**config.mk**
```make
export PLATFORM = sky130hd
export DESIGN_NAME = delta_list_timer_queue
export DESIGN_NICKNAME = d
export VERILOG_FILES = /design/src/hdl/dltq_pkg.sv /design/src/hdl/dltq_alu.sv /design/src/hdl/dltq_store.sv /design/src/hdl/delta_list_timer_queue.sv
export VERILOG_INCLUDE_DIRS = /design/src /design/src/hdl
export SDC_FILE = /design/constraint.sdc
export NUM_CORES = 1
export LEC_CHECK = 0
export ABC_AREA = 1
export BUFFER_PORTS_ARGS = -buffer_cell sky130_fd_sc_hd__buf_2
export CAP_MARGIN = 30
export CELL_PAD_IN_SITES_DETAIL_PLACEMENT = 1
export CELL_PAD_IN_SITES_GLOBAL_PLACEMENT = 1
export CORE_AREA = 2 2 290 436
export CTS_CLUSTER_SIZE = 10
export DETAILED_ROUTE_END_ITERATION = 16
export DIE_AREA = 0 0 292 438
export PLACE_DENSITY = 0.51
export REMOVE_ABC_BUFFERS = 1
export SYNTH_ARGS = -nofsm -noshare
export SYNTH_HDL_FRONTEND = slang
export SYNTH_SLANG_ARGS = --single-unit
```
**constraint.sdc**
```tcl
create_clock -name clk -period 6.55 [get_ports clk]
set_input_delay 0.655 -clock clk [delete_from_list [all_inputs] [get_ports clk]]
set_output_delay 0.655 -clock clk [all_outputs]
set_load 0.005 [all_outputs]
```
**src/hdl/assert_macros.svh**
```systemverilog
// assertion macros used by the rtl top level
`ifndef ASSERT_MACROS_SVH
`define ASSERT_MACROS_SVH

// clocked assertion, disabled while reset is asserted
`define DLTQ_ASSERT(lbl, ck, rn, prop, msg) \
    lbl: assert property (@(posedge ck) disable iff (!rn) prop) else $error(msg);

// clocked assertion that also holds during reset
`define DLTQ_ASSERT_ALWAYS(lbl, ck, prop, msg) \
    lbl: assert property (@(posedge ck) prop) else $error(msg);

`endif

```
**src/hdl/dltq_pkg.sv**
```systemverilog
// shared types and constants of the delta list timer queue
`default_nettype none

package dltq_pkg;

    localparam int unsigned SLOTS_DEFAULT = 16;
    localparam int unsigned MAX_OUT       = 16;

    localparam int unsigned DELTA_W   = 15;
    localparam int unsigned HANDLER_W = 8;
    localparam int unsigned ARG_W     = 16;
    localparam int unsigned KIND_W    = 2;

    typedef enum logic [KIND_W-1:0] {
        KIND_EXPIRED  = 2'd0,
        KIND_ACCEPTED = 2'd1,
        KIND_REJECTED = 2'd2
    } kind_t;

    typedef struct packed {
        logic [DELTA_W-1:0]   delta;
        logic [HANDLER_W-1:0] handler;
        logic [ARG_W-1:0]     argument;
    } entry_t;

    typedef struct packed {
        logic [DELTA_W-1:0] diff;
        logic               borrow;
        logic               zero;
    } alu_res_t;

endpackage

`default_nettype wire

```
**src/hdl/dltq_alu.sv**
```systemverilog
// shared subtract and compare unit for deltas
`default_nettype none

module dltq_alu
    import dltq_pkg::*;
(
    input  logic [DELTA_W-1:0] a,
    input  logic [DELTA_W-1:0] b,
    output alu_res_t           res
);

    logic [DELTA_W:0] wide_diff;

    assign wide_diff  = {1'b0, a} - {1'b0, b};
    assign res.diff   = wide_diff[DELTA_W-1:0];
    assign res.borrow = wide_diff[DELTA_W];
    assign res.zero   = (wide_diff[DELTA_W-1:0] == '0);

endmodule

`default_nettype wire

```
**src/hdl/dltq_store.sv**
```systemverilog
// entry memory, one write and one registered read port
`default_nettype none

module dltq_store
    import dltq_pkg::*;
#(
    parameter  int unsigned SLOTS = SLOTS_DEFAULT,
    localparam int unsigned IW    = $clog2(SLOTS)
)
(
    input  logic          clk,
    input  logic          we,
    input  logic [IW-1:0] waddr,
    input  entry_t        wdata,
    input  logic [IW-1:0] raddr,
    output entry_t        rdata
);

    entry_t mem_reg [SLOTS];
    entry_t rd_data_reg;

    always_ff @(posedge clk)
    begin
        if (we)
        begin
            mem_reg[waddr] <= wdata;
        end
        rd_data_reg <= mem_reg[raddr];
    end

    assign rdata = rd_data_reg;

endmodule

`default_nettype wire

```
**src/hdl/delta_list_timer_queue.sv**
```systemverilog
// top level: sequencer of the delta list timer queue
//
//  channel | signals                                  | role
//  req     | req_valid req_ready mode delay handler   | tick or insert request in
//          | argument                                 |
//  rsp     | rsp_valid rsp_ready kind expired_handler | accepted, rejected or expired
//          | expired_argument last                    | entry out, last flagged
//
// req_ready is high only while the sequencer is idle; one request at a time.
// insert: walk to pos, shift of the cnt - pos entries behind it, place, result;
// the shift is skipped when the new entry lands at the end.
// tick: decrement walk to the first positive slot (the last slot when there is none),
// expiry scan, compaction; compaction is skipped when nothing or everything expired.
// each slot visit uses the single memory read port and the shared subtractor.
// a held rsp stalls the expiry scan; reset empties the queue at once.
`default_nettype none
`include "assert_macros.svh"

module delta_list_timer_queue
    import dltq_pkg::*;
#(
    parameter int unsigned SLOTS = SLOTS_DEFAULT
)
(
    input  logic                 clk,
    input  logic                 rst_n,
    input  logic                 req_valid,
    output logic                 req_ready,
    input  logic                 mode,
    input  logic [DELTA_W-1:0]   delay,
    input  logic [HANDLER_W-1:0] handler,
    input  logic [ARG_W-1:0]     argument,
    output logic                 rsp_valid,
    input  logic                 rsp_ready,
    output logic [KIND_W-1:0]    kind,
    output logic [HANDLER_W-1:0] expired_handler,
    output logic [ARG_W-1:0]     expired_argument,
    output logic                 last
);

    localparam int unsigned IW = $clog2(SLOTS);
    localparam int unsigned CW = $clog2(SLOTS + 1);

    typedef enum logic [3:0] {
        S_IDLE,
        S_WALK,
        S_SHIFT,
        S_SHIFT_END,
        S_PLACE,
        S_RESULT,
        S_DEC,
        S_EMIT_START,
        S_EMIT,
        S_COMPACT,
        S_COMPACT_END
    } state_t;

    state_t               state_reg, state_next;
    logic [CW-1:0]        cnt_reg, cnt_next;
    logic [IW-1:0]        pos_reg, pos_next;
    logic [IW-1:0]        src_reg, src_next;
    logic [CW-1:0]        n_reg, n_next;
    logic [DELTA_W-1:0]   t_reg, t_next;
    logic [HANDLER_W-1:0] hnd_reg, hnd_next;
    logic [ARG_W-1:0]     arg_reg, arg_next;
    logic                 pend_reg, pend_next;
    logic [IW-1:0]        laddr_reg;
    logic                 hold_valid_reg, hold_valid_next;
    logic [HANDLER_W-1:0] hold_h_reg, hold_h_next;
    logic [ARG_W-1:0]     hold_a_reg, hold_a_next;
    kind_t                kind_reg, kind_next;
    logic                 rsp_valid_reg, rsp_valid_next;
    kind_t                rsp_kind_reg, rsp_kind_next;
    logic [HANDLER_W-1:0] rsp_h_reg, rsp_h_next;
    logic [ARG_W-1:0]     rsp_a_reg, rsp_a_next;
    logic                 rsp_last_reg, rsp_last_next;

    logic                 mem_we;
    logic [IW-1:0]        mem_waddr;
    entry_t               mem_wdata;
    logic [IW-1:0]        mem_raddr;
    entry_t               mem_rdata;

    logic [DELTA_W-1:0]   alu_a;
    logic [DELTA_W-1:0]   alu_b;
    alu_res_t             alu;

    logic                 out_free;
    logic                 expiring;
    logic                 pos_at_end;

    dltq_store #(
        .SLOTS (SLOTS)
    ) u_store (
        .clk   (clk),
        .we    (mem_we),
        .waddr (mem_waddr),
        .wdata (mem_wdata),
        .raddr (mem_raddr),
        .rdata (mem_rdata)
    );

    dltq_alu u_alu (
        .a   (alu_a),
        .b   (alu_b),
        .res (alu)
    );

    assign out_free   = !rsp_valid_reg || rsp_ready;
    assign pos_at_end = (CW'(pos_reg) == cnt_reg);
    assign expiring   = (n_reg < cnt_reg) && (32'(n_reg) < MAX_OUT) && alu.zero;

    always_comb
    begin
        state_next      = state_reg;
        cnt_next        = cnt_reg;
        pos_next        = pos_reg;
        src_next        = src_reg;
        n_next          = n_reg;
        t_next          = t_reg;
        hnd_next        = hnd_reg;
        arg_next        = arg_reg;
        pend_next       = pend_reg;
        hold_valid_next = hold_valid_reg;
        hold_h_next     = hold_h_reg;
        hold_a_next     = hold_a_reg;
        kind_next       = kind_reg;
        rsp_valid_next  = rsp_valid_reg;
        rsp_kind_next   = rsp_kind_reg;
        rsp_h_next      = rsp_h_reg;
        rsp_a_next      = rsp_a_reg;
        rsp_last_next   = rsp_last_reg;

        mem_we    = 1'b0;
        mem_waddr = '0;
        mem_wdata = mem_rdata;
        mem_raddr = '0;
        alu_a     = mem_rdata.delta;
        alu_b     = '0;

        if (rsp_valid_reg && rsp_ready)
        begin
            rsp_valid_next = 1'b0;
        end

        unique case (state_reg)
            S_IDLE:
            begin
                if (req_valid)
                begin
                    t_next   = delay;
                    hnd_next = handler;
                    arg_next = argument;
                    pos_next = '0;
                    if (mode)
                    begin
                        if (cnt_reg == CW'(SLOTS))
                        begin
                            kind_next  = KIND_REJECTED;
                            state_next = S_RESULT;
                        end
                        else
                        begin
                            state_next = S_WALK;
                        end
                    end
                    else if (cnt_reg != '0)
                    begin
                        state_next = S_DEC;
                    end
                end
            end

            S_WALK:
            begin
                alu_a = t_reg;
                alu_b = mem_rdata.delta;
                if (pos_at_end)
                begin
                    state_next = S_PLACE;
                end
                else if (!alu.borrow)
                begin
                    t_next    = alu.diff;
                    pos_next  = pos_reg + 1'b1;
                    mem_raddr = pos_reg + 1'b1;
                end
                else
                begin
                    src_next   = IW'(cnt_reg - 1'b1);
                    pend_next  = 1'b0;
                    state_next = S_SHIFT;
                end
            end

            S_SHIFT, S_SHIFT_END:
            begin
                // moved entry keeps its absolute time: reduce by the new delta
                alu_b = t_reg;
                if (pend_reg)
                begin
                    mem_we    = 1'b1;
                    mem_waddr = laddr_reg + 1'b1;
                    if (laddr_reg == pos_reg)
                    begin
                        mem_wdata.delta = alu.diff;
                    end
                end
                if (state_reg == S_SHIFT)
                begin
                    mem_raddr = src_reg;
                    pend_next = 1'b1;
                    if (src_reg == pos_reg)
                    begin
                        state_next = S_SHIFT_END;
                    end
                    else
                    begin
                        src_next = src_reg - 1'b1;
                    end
                end
                else
                begin
                    pend_next  = 1'b0;
                    state_next = S_PLACE;
                end
            end

            S_PLACE:
            begin
                mem_we             = 1'b1;
                mem_waddr          = pos_reg;
                mem_wdata.delta    = t_reg;
                mem_wdata.handler  = hnd_reg;
                mem_wdata.argument = arg_reg;
                cnt_next           = cnt_reg + 1'b1;
                kind_next          = KIND_ACCEPTED;
                state_next         = S_RESULT;
            end

            S_RESULT:
            begin
                if (out_free)
                begin
                    rsp_valid_next = 1'b1;
                    rsp_kind_next  = kind_reg;
                    rsp_h_next     = '0;
                    rsp_a_next     = '0;
                    rsp_last_next  = 1'b1;
                    state_next     = S_IDLE;
                end
            end

            S_DEC:
            begin
                alu_b = DELTA_W'(1);
                if (!alu.borrow)
                begin
                    mem_we          = 1'b1;
                    mem_waddr       = pos_reg;
                    mem_wdata.delta = alu.diff;
                    state_next      = S_EMIT_START;
                end
                else if (CW'(pos_reg) == cnt_reg - 1'b1)
                begin
                    state_next = S_EMIT_START;
                end
                else
                begin
                    pos_next  = pos_reg + 1'b1;
                    mem_raddr = pos_reg + 1'b1;
                end
            end

            S_EMIT_START:
            begin
                mem_raddr       = '0;
                n_next          = '0;
                hold_valid_next = 1'b0;
                state_next      = S_EMIT;
            end

            S_EMIT:
            begin
                // one expiry is held back until the next slot shows whether it is the last
                mem_raddr = IW'(n_reg);
                if (!hold_valid_reg || out_free)
                begin
                    if (hold_valid_reg)
                    begin
                        rsp_valid_next = 1'b1;
                        rsp_kind_next  = KIND_EXPIRED;
                        rsp_h_next     = hold_h_reg;
                        rsp_a_next     = hold_a_reg;
                        rsp_last_next  = !expiring;
                    end
                    if (expiring)
                    begin
                        hold_valid_next = 1'b1;
                        hold_h_next     = mem_rdata.handler;
                        hold_a_next     = mem_rdata.argument;
                        n_next          = n_reg + 1'b1;
                        mem_raddr       = IW'(n_reg + 1'b1);
                    end
                    else
                    begin
                        hold_valid_next = 1'b0;
                        if (n_reg == cnt_reg)
                        begin
                            cnt_next   = '0;
                            state_next = S_IDLE;
                        end
                        else if (n_reg == '0)
                        begin
                            state_next = S_IDLE;
                        end
                        else
                        begin
                            src_next   = IW'(n_reg);
                            pend_next  = 1'b0;
                            state_next = S_COMPACT;
                        end
                    end
                end
            end

            S_COMPACT, S_COMPACT_END:
            begin
                if (pend_reg)
                begin
                    mem_we    = 1'b1;
                    mem_waddr = laddr_reg - IW'(n_reg);
                end
                if (state_reg == S_COMPACT)
                begin
                    mem_raddr = src_reg;
                    pend_next = 1'b1;
                    if (CW'(src_reg) == cnt_reg - 1'b1)
                    begin
                        state_next = S_COMPACT_END;
                    end
                    else
                    begin
                        src_next = src_reg + 1'b1;
                    end
                end
                else
                begin
                    pend_next  = 1'b0;
                    cnt_next   = cnt_reg - n_reg;
                    state_next = S_IDLE;
                end
            end

            default:
            begin
                state_next = S_IDLE;
            end
        endcase
    end

    always_ff @(posedge clk or negedge rst_n)
    begin
        if (!rst_n)
        begin
            state_reg      <= S_IDLE;
            cnt_reg        <= '0;
            pend_reg       <= 1'b0;
            hold_valid_reg <= 1'b0;
            rsp_valid_reg  <= 1'b0;
        end
        else
        begin
            state_reg      <= state_next;
            cnt_reg        <= cnt_next;
            pend_reg       <= pend_next;
            hold_valid_reg <= hold_valid_next;
            rsp_valid_reg  <= rsp_valid_next;
        end
    end

    always_ff @(posedge clk)
    begin
        pos_reg      <= pos_next;
        src_reg      <= src_next;
        n_reg        <= n_next;
        t_reg        <= t_next;
        hnd_reg      <= hnd_next;
        arg_reg      <= arg_next;
        laddr_reg    <= mem_raddr;
        hold_h_reg   <= hold_h_next;
        hold_a_reg   <= hold_a_next;
        kind_reg     <= kind_next;
        rsp_kind_reg <= rsp_kind_next;
        rsp_h_reg    <= rsp_h_next;
        rsp_a_reg    <= rsp_a_next;
        rsp_last_reg <= rsp_last_next;
    end

    assign req_ready        = (state_reg == S_IDLE);
    assign rsp_valid        = rsp_valid_reg;
    assign kind             = rsp_kind_reg;
    assign expired_handler  = rsp_h_reg;
    assign expired_argument = rsp_a_reg;
    assign last             = rsp_last_reg;

    `DLTQ_ASSERT(a_cnt_bound, clk, rst_n, cnt_reg <= CW'(SLOTS), "entry count above slot count")
    `DLTQ_ASSERT(a_full_reject, clk, rst_n, (req_valid && req_ready && mode && cnt_reg == CW'(SLOTS)) |=> (cnt_reg == $past(cnt_reg)), "full queue changed by insert")
    `DLTQ_ASSERT(a_walk_bound, clk, rst_n, (state_reg == S_WALK || state_reg == S_DEC) |-> (CW'(pos_reg) <= cnt_reg), "walk ran past the last entry")
    `DLTQ_ASSERT(a_idle_no_load, clk, rst_n, (state_reg == S_IDLE && !rsp_valid_reg) |=> !rsp_valid_reg, "response loaded while idle")

endmodule

`default_nettype wire

```
==> results.ini, run 1 <==
[status]
status = finished clean

[floorplanning]
rows = 159
fp.coreArea_sq_um = 124000
start_util = 0.298
die_x_um = 292
die-area_sq_um = 128000
io_pins = 73
die_h_um = 438

[final_layout]
fin_util = 0.339
n_fill_cell = 14000
drive_above_1_share = 0.0792
largest_reg_flops = 624
nets = 3885
syn_to_final_growth_pct = 13.9
multi_input_area_sq_um = 10100
regArea_sq_um = 23100

[route]
totalWireLength_um = 125000
via_per_inst = 4.97
vias = 27300
drtIter0Drc = 1510
routedWlPerCell_um = 22.8
drt-pass1-iter-count = 5
drc_errors = 0
ant_nets = 0

[timing]
worst_hold_slack_ns = 0.155
setup-violations-final = 0
finalClockSkew_ns = 0.0264
grt_setup_unrepaired = no
hold_violations = 0
fin_crit_ns = 5.42
max_freq_mhz = 184
setup_slack_ns = 1.13
slew_violations = 0
max-slew-margin-rel = 0.337
tightest_slew_ns = 0.995
post-route-period-util = 0.827

[cts]
clk_path_buf_depth = 3
clk_pin_slew_ns = 0.06
clock-sinks = 784
cts_tree = done
h-tree-depth = 3
clk_latency_ns = 0.68
root_buffer = clkbuf_16
cts_buffers = 90
cts_resized = 0

[worst_setup_path]
required_ns = 6.87
ff2ff_setup_slack_ns = 1.13
rr_endpoint = u_store.mem_reg[4][28]$_DFFE_PP_
start_kind = flop
crit_type = flop to flop
endpoint_kind = flop
r2r_start = state_reg[3]$_DFFE_PN0P_
cp_data_arrival_time_ns = 5.74
crit_path_max_fanout = 19
reg2regPathDepth = 24

[grt]
grt-ovfl-total = 0
grt_max_degree = 166
antenna_found_initial = 2
grt_usage = 0.194
grt_pass1_wl_um = 186000
grt_pass1_vias = 28000

[logic_synthesis]
yosys_most_used_dff = edfxtp_1
synth_edf_count = 729
syn_area_sq_um = 37100
ys_ff_latch = 784
synth_cell_types = 46
yosys_warnings = 0
ys_async_sr_fraction = 0.0153
syn_area_per_cell_sq_um = 9.79
yosysSeqAreaShare = 0.622
syn_inst = 3785

[placement]
io_buffers = 72
pre_cts_ws_ns = 1.16
gp_congestion = 0.827
dp_hpwl_um = 68900

[min_path]
holdCritStartpoint = argument[2]
hold_depth = 1
min-delay-path-class = primary input to flop
hold_end = arg_reg[2]$_DFFE_PP_

[run]
maxCapViolCount = 0

==> final cells by class <==
class | count | share of cell area
flip-flops and latches | 784 | 0.546
inverters | 807 | 0.0720
multi-input cells | 1968 | 0.240
clock inverters | 5 | 0.000682
diodes | 1 | 0.0000593
well taps | 1610 | 0.0477
clock buffers | 160 | 0.0631
repair buffers | 154 | 0.0304
==> Yosys cell counts (6+ instances only) <==
cell       count  area, sq um
a211oi_1       6         45.0
a21oi_1       42          210
buf_1         10         37.5
buf_2         80          400
buf_4         29          218
clkbuf_1     107          402
dfrtp_1       12          300
dfxtp_1       43          861
edfxtp_1     729        21900
ha_1          32          400
inv_1        798         3000
inv_2          8         30.0
nand2_1      660         2480
nand3_1      591         2960
nand4_1      326         2040
nor2_1       112          420
nor3_1         6         30.0
o2111ai_1     14          123
o211ai_1       6         45.0
o21ai_0       85          425
o221ai_1       7         61.3
o22ai_1       11         68.8
or2_2          7         43.8
xnor2_1       12          105
xor2_1        15          131
==> stage by stage <==
stage	TNS, ns	cells	cell area [sq um]
after floorplan	-695.58	3559	36000
after global placement	0	5319	39500
after detailed placement	0	5321	39500
after CTS	0	5487	42200
after global routing	0	5489	42200
final	0	5489	42200
==> routing by layer <==
layer / global-route usage / wire (um) / up-vias
met1: 0.245 / 54000 / 13900
met3: 0.0189 / 4090 / 160
met5: 0 / 0 / -
met4: 0.0678 / 3590 / 0
met2: 0.347 / 63300 / 490
li1: - / - / 12800
==> how the worst max path moves through the flow <==
stage,startpoint,endpoint,cells after the start
global route,state_reg[3]$_DFFE_PN0P_,u_store.mem_reg[4][27]$_DFFE_PP_,24
detailed placement,state_reg[3]$_DFFE_PN0P_,u_store.mem_reg[4][27]$_DFFE_PP_,22
floorplan,state_reg[3]$_DFFE_PN0P_,laddr_reg[0]$_DFF_P_,20
global placement,state_reg[0]$_DFFE_PN0P_,u_store.mem_reg[4][26]$_DFFE_PP_,23
CTS,state_reg[3]$_DFFE_PN0P_,u_store.mem_reg[4][9]$_DFFE_PP_,24
finish,state_reg[3]$_DFFE_PN0P_,u_store.mem_reg[4][28]$_DFFE_PP_,24
==> cells by family (layout without fill, tap and decap cells) <==
family | Yosys count | in the layout | share of synthesized area
flip-flops | 784 | 784 | 0.622
buffers and inverters | 1033 | 1126 | 0.110
XOR/XNOR | 27 | 27 | 0.00638
AND/OR/NAND/NOR | 1719 | 1719 | 0.219
multiplexers | 1 | 1 | 0.000270
adder cells (fa/ha/maj) | 36 | 36 | 0.0130
other | 0 | 1 | 0
AO/OA/AOI/OAI | 185 | 185 | 0.0293
==> what timing repair did <==
action / in CTS / in global routing
setup endpoints to repair: 0 / 0
setup buffers: 0 / 0
hold buffers: 1 / 0
hold endpoints to repair: 12 / 0
==> cell usage in the layout, fill, tap and decap left out, types with 6 or more instances in the layout <==
cell	count
a211oi_1	6
a21oi_1	42
buf_12	23
buf_2	73
buf_4	55
clkbuf_1	61
clkbuf_16	95
dfrtp_1	12
dfxtp_1	43
edfxtp_1	729
ha_1	32
inv_1	794
inv_2	10
nand2_1	660
nand3_1	590
nand4_1	326
nor2_1	93
nor2_4	19
nor3_1	6
o2111ai_1	14
o211ai_1	6
o21ai_0	85
o221ai_1	7
o22ai_1	11
or2_2	7
xnor2_1	12
xor2_1	15
==> worst max-delay path, stage by stage, from the launching register on <==
cell,delay [ns]
dfrtp_1,0.41
nor2_1,0.18
inv_1,0.16
nor2_1,0.12
buf_4,0.30
inv_2,0.15
o22ai_1,0.19
inv_1,0.07
ha_1,0.38
nand2_1,0.10
nand2_1,0.08
inv_2,0.06
nand2_1,0.08
nand2_1,0.11
nand2_1,0.08
nand3_1,0.08
nand2_1,0.08
inv_1,0.27
nor2_1,0.17
nor2_1,0.36
o221ai_1,0.24
inv_1,0.12
nand2_1,0.25
nor2_4,0.48
buf_4,0.46
Power of run 1 is left out: the tool's default activity adds up to more than one toggle a clock period on the data nets, which glitch-free logic cannot reach.
==> run 2, diff against run 1 <==
- PLACE_DENSITY: 0.51 -> 0.49
- clock period: 6.55 -> 5.2 ns (I/O delays scaled with it)
==> run 2 against run 1 <==
  * Sequential share of layout area down 1.9 points
  * First-iteration DRC count grew 15%
  * Routed wire length up 4.4%
  * Clock skew rose by 0.029 ns
  * Hold slack got worse by 0.059 ns
  * Final area rose by 3.6%
  * Highest routed layer unchanged
  * Count of clock-buffer cells in the layout is 4 lower
  * Critical path type unchanged
  * Non-clock buffer count is 95 higher
  * Flip-flop and latch count stayed put
  * Worst setup slack lost 0.88 ns
  * Die area is the same
==> results.ini, run 2 (same netlist as run 1, synthesis figures left out) <==
[final_layout]
drive_above_1_share = 0.0959
largest_reg_flops = 624
syn_to_final_growth_pct = 18.0
fin_area_sq_um = 43700
nets = 3981
regArea_sq_um = 23100
n_fill_cell = 13800
final_cell_mix = 794 x inv_1, 729 x edfxtp_1, 660 x nand2_1
multi_input_area_sq_um = 10100
final_common_cell = inv_1

[timing]
worst_hold_slack_ns = 0.0955
max_freq_mhz = 202
hold_violations = 0
tightest_slew_ns = 1.08
setup-violations-final = 0
fin_crit_ns = 4.95
max-slew-margin-rel = 0.282
post-route-period-util = 0.952
slew_violations = 0
finalClockSkew_ns = 0.0556

[grt]
antenna_found_initial = 3
grt_max_degree = 149
grt-ovfl-total = 0
grt_pass1_vias = 28900
grt_pass1_wl_um = 191000
grt_usage = 0.199

[cts]
clk_latency_ns = 0.71
root_buffer = clkbuf_16
cts_tree = done
clock-sinks = 784
clk_pin_slew_ns = 0.06
cts_buffers = 91
h-tree-depth = 3
clk_path_buf_depth = 3

[route]
vias = 27800
ant_nets = 0
drc_errors = 0
drt-pass1-iter-count = 5
totalWireLength_um = 130000
routedWlPerCell_um = 23.4
drtIter0Drc = 1729
via_per_inst = 4.98

[floorplanning]
die_h_um = 438
io_pins = 73
rows = 159
start_util = 0.298
fp.coreArea_sq_um = 124000
die_x_um = 292
die-area_sq_um = 128000

[worst_setup_path]
crit_type = flop to flop
required_ns = 5.56
cp_data_arrival_time_ns = 5.31
start_kind = flop
ff2ff_setup_slack_ns = 0.25
endpoint_kind = flop
crit_path_max_fanout = 19

[status]
status = finished clean

[placement]
placed_cell_area_sq_um = 40500
io_buffers = 72
dp_hpwl_um = 75100
gp_congestion = 0.803

[min_path]
min-delay-path-class = primary input to flop

[run]
maxCapViolCount = 0

run 2: final timing paths:
check,startpoint,endpoint,cells past startpoint
min in group asynchronous,rst_n,state_reg[1]$_DFFE_PN0P_,2
max in group asynchronous,rst_n,cnt_reg[0]$_DFFE_PN0P_,2
worst min register to register,u_store.rdata[12]$_DFF_P_,hold_a_reg[12]$_DFFE_PP_,0
worst max-delay path,state_reg[3]$_DFFE_PN0P_,u_store.mem_reg[0][31]$_DFFE_PP_,23
worst max register to register,state_reg[3]$_DFFE_PN0P_,u_store.mem_reg[0][31]$_DFFE_PP_,23
worst min-delay path,delay[11],t_reg[11]$_DFFE_PP_,3
run 2: worst max-delay path, stage by stage, from the launching register on:
cell	delay [ns]
dfrtp_1	0.41
nor2_2	0.18
inv_1	0.10
nor2_1	0.20
buf_4	0.32
nand2_1	0.08
o21ai_0	0.08
inv_1	0.06
ha_1	0.37
nand2_1	0.18
inv_1	0.06
a21oi_1	0.22
inv_1	0.08
a21oi_1	0.13
nand2_1	0.11
inv_1	0.15
nor2_1	0.10
nor2_1	0.27
o221ai_1	0.33
inv_1	0.16
nand2_1	0.18
a311oi_4	0.33
buf_4	0.21
buf_12	0.24
run 2: stage by stage:
| step | setup slack, ns | std cells | util | TNS, ns |
|---|---|---|---|---|
| global placement | 0.236 | 5376 | 0.325 | 0 |
| global route | -0.0179 | 5584 | 0.352 | -0.220 |
| floorplan | -8.90 | 3559 | - | -1609.90 |
| finish | 0.249 | 5585 | 0.352 | 0 |
| CTS | 0.139 | 5568 | 0.349 | 0 |
| detailed placement | 0.229 | 5377 | 0.325 | 0 |
run 2: cell type report:
cell class                 instances  share of cell area
sequential                       784               0.527
multi-input combinational       1968               0.232
inverter                         807              0.0695
timing repair buffer             249              0.0632
clock buffer                     156              0.0594
tap                             1610              0.0461
clock inverter                    10             0.00266
antenna                            1           0.0000573
run 2: what timing repair did:
action / CTS / global route
buffers inserted: 0 / 9
hold endpoints to repair: 36 / 0
resized for setup: 0 / 16
hold buffers: 25 / 0
setup endpoints to repair: 0 / 99
run 2: per-layer routing:
metal,wire [um],global-route usage,vias up
met5,0,0,-
met4,3260,0.0616,0
met3,3690,0.0203,147
met2,67700,0.365,402
met1,55800,0.246,14300
li1,-,-,13000
Power of run 2 is left out for the same reason.
==> run 3, diff against run 2 <==
- CORE_AREA: 2 2 290 436 -> 2 2 374 339
- DIE_AREA: 0 0 292 438 -> 0 0 376 341
==> run 3 against run 2 <==
  * Utilization about the same
  * Highest routed layer unchanged
  * Register-to-register slack improved by 0.18 ns
  * Critical path depth decreased by 2
  * Via count decreased by 1.0%
  * Critical endpoint is now u_store.mem_reg[13][7]$_DFFE_PP_
  * Worst setup slack improved by 0.18 ns
  * Routed wire length decreased by 2.0%
  * Largest cell class unchanged
  * Non-clock buffer count decreased by 22
==> results.ini, run 3 (same netlist as run 1, synthesis figures left out) <==
[status]
status = finished clean

[worst_setup_path]
rr_endpoint = u_store.mem_reg[13][7]$_DFFE_PP_
crit_chain = nor2_1 > inv_2 > nor2_4 > inv_1 > buf_4 > o21ai_0 > inv_1 > ha_1 > a21oi_1 > o31ai_1 > a21oi_1 > nand2_1 > inv_1 > nor2_1 > buf_4 > inv_1 > o21ai_0 > buf_4 > nand2_1 > nor2_4 > buf_4
start_kind = flop
crit_slowest_cell = ha_1
cp_data_arrival_time_ns = 5.16
crit_type = flop to flop
endpoint_kind = flop
required_ns = 5.59
reg2regPathDepth = 21
cp_num_buf_inv = 9
path_delay_family = buffers and inverters
ff2ff_setup_slack_ns = 0.43
startpoint = state_reg[3]$_DFFE_PN0P_
max_stage_delay_ns = 0.45
r2r_start = state_reg[3]$_DFFE_PN0P_
crit_path_max_fanout = 19

[timing]
tightest_slew_ns = 0.860
max_freq_mhz = 210
setup-violations-final = 0
finalClockSkew_ns = 0.0758
max-slew-margin-rel = 0.427
post-route-period-util = 0.917
hold_violations = 0
fin_crit_ns = 4.77
grt_setup_unrepaired = no
slew_violations = 0

[min_path]
hold_depth = 3
holdCritStartpoint = delay[1]
min-delay-path-class = primary input to flop
hold_end = t_reg[1]$_DFFE_PP_

[final_layout]
nets = 3964
drive_above_1_share = 0.0935
syn_to_final_growth_pct = 17.9
fin_area_sq_um = 43700
final_common_cell = inv_1
antenna_cells = 0
largest_reg_flops = 624
final_cell_mix = 793 x inv_1, 729 x edfxtp_1, 660 x nand2_1

[floorplanning]
die_x_um = 376
start_util = 0.298
io_pins = 73
die_h_um = 341
rows = 123
die-area_sq_um = 128000
fp.coreArea_sq_um = 124000

[route]
drc_errors = 0
vias = 27500
totalWireLength_um = 128000
via_per_inst = 4.93
drt-pass1-iter-count = 5
drtIter0Drc = 1783
routedWlPerCell_um = 22.9
ant_nets = 0

[placement]
dp_hpwl_um = 72600
placed_cell_area_sq_um = 40300
gp_congestion = 0.820
io_buffers = 72

[grt]
grt_pass1_wl_um = 190000
busiest_layer = met2
grt_max_degree = 143
grt-ovfl-total = 0
gr-usage-met2 = 0.325
grt_pass1_vias = 28000
met1_usage = 0.278
antenna_found_initial = 1
met3_usage = 0.0288
grt_usage = 0.198

[cts]
cts_tree = done
cts_buffers = 96
clock-sinks = 784
clk_pin_slew_ns = 0.05
root_buffer = clkbuf_16
clk_latency_ns = 0.72
h-tree-depth = 3
clk_path_buf_depth = 3

[run]
maxCapViolCount = 0

[run 3: cell types whose count changed in the layout (fill, tap and decap cells not counted), sizes merged]
cell    previous run  this run
buf              218       199
bufinv             1         3
clkbuf           162       160
clkinv             9        14
diode              1         0
inv              807       806
[run 3: area by class of cell]
class	instances	area (sq um)
flip-flops and latches	784	23100
clock buffers	157	2740
multi-input cells	1968	10100
inverters	807	3040
fillers	13900	80700
clock inverters	16	236
well taps	1625	2030
repair buffers	227	2420
[run 3: worst max path at each step]
stage / endpoint / slack (ns) / cells after the start
2_1_floorplan: laddr_reg[0]$_DFF_P_ / -8.90 / 20
3_3_place_gp: u_store.mem_reg[0][3]$_DFFE_PP_ / 0.28 / 23
3_5_place_dp: u_store.mem_reg[0][3]$_DFFE_PP_ / 0.23 / 23
4_1_cts: u_store.mem_reg[0][33]$_DFFE_PP_ / 0.21 / 22
5_1_grt: u_store.rdata[28]$_DFF_P_ / 0.02 / 30
6_report: u_store.mem_reg[13][7]$_DFFE_PP_ / 0.43 / 21
[run 3: what timing repair did]
action	in CTS	in global routing
hold buffers	25	0
gates resized for setup	0	14
buffers inserted	0	1
endpoints found under the setup margin	0	127
endpoints found under the hold margin	36	0
[run 3: per-layer routing]
metal,share of wire,vias up
li1,-,13000
met1,0.48,13900
met3,0.035,151
met2,0.47,466
met4,0.021,0
met5,0,-
[run 3: per-stage QoR]
| stage | worst slack, ns | utilization | TNS, ns | hold slack, ns | std cells |
|---|---|---|---|---|---|
| final | 0.431 | 0.351 | 0 | 0.0996 | 5584 |
| after global routing | 0.0236 | 0.351 | 0 | 0.0661 | 5584 |
| after CTS | 0.210 | 0.350 | 0 | 0.0528 | 5580 |
| after detailed placement | 0.228 | 0.324 | 0 | 0.424 | 5382 |
| after global placement | 0.282 | 0.324 | 0 | 0.420 | 5380 |
| after floorplan | -8.90 | - | -1609.90 | 0.224 | 3559 |
[run 3: tightest hold or removal path: stages]
cell and delay, ns:
buf_2 0.08, nand2_1 0.05, nand2_1 0.05
Power of run 3 is left out for the same reason.
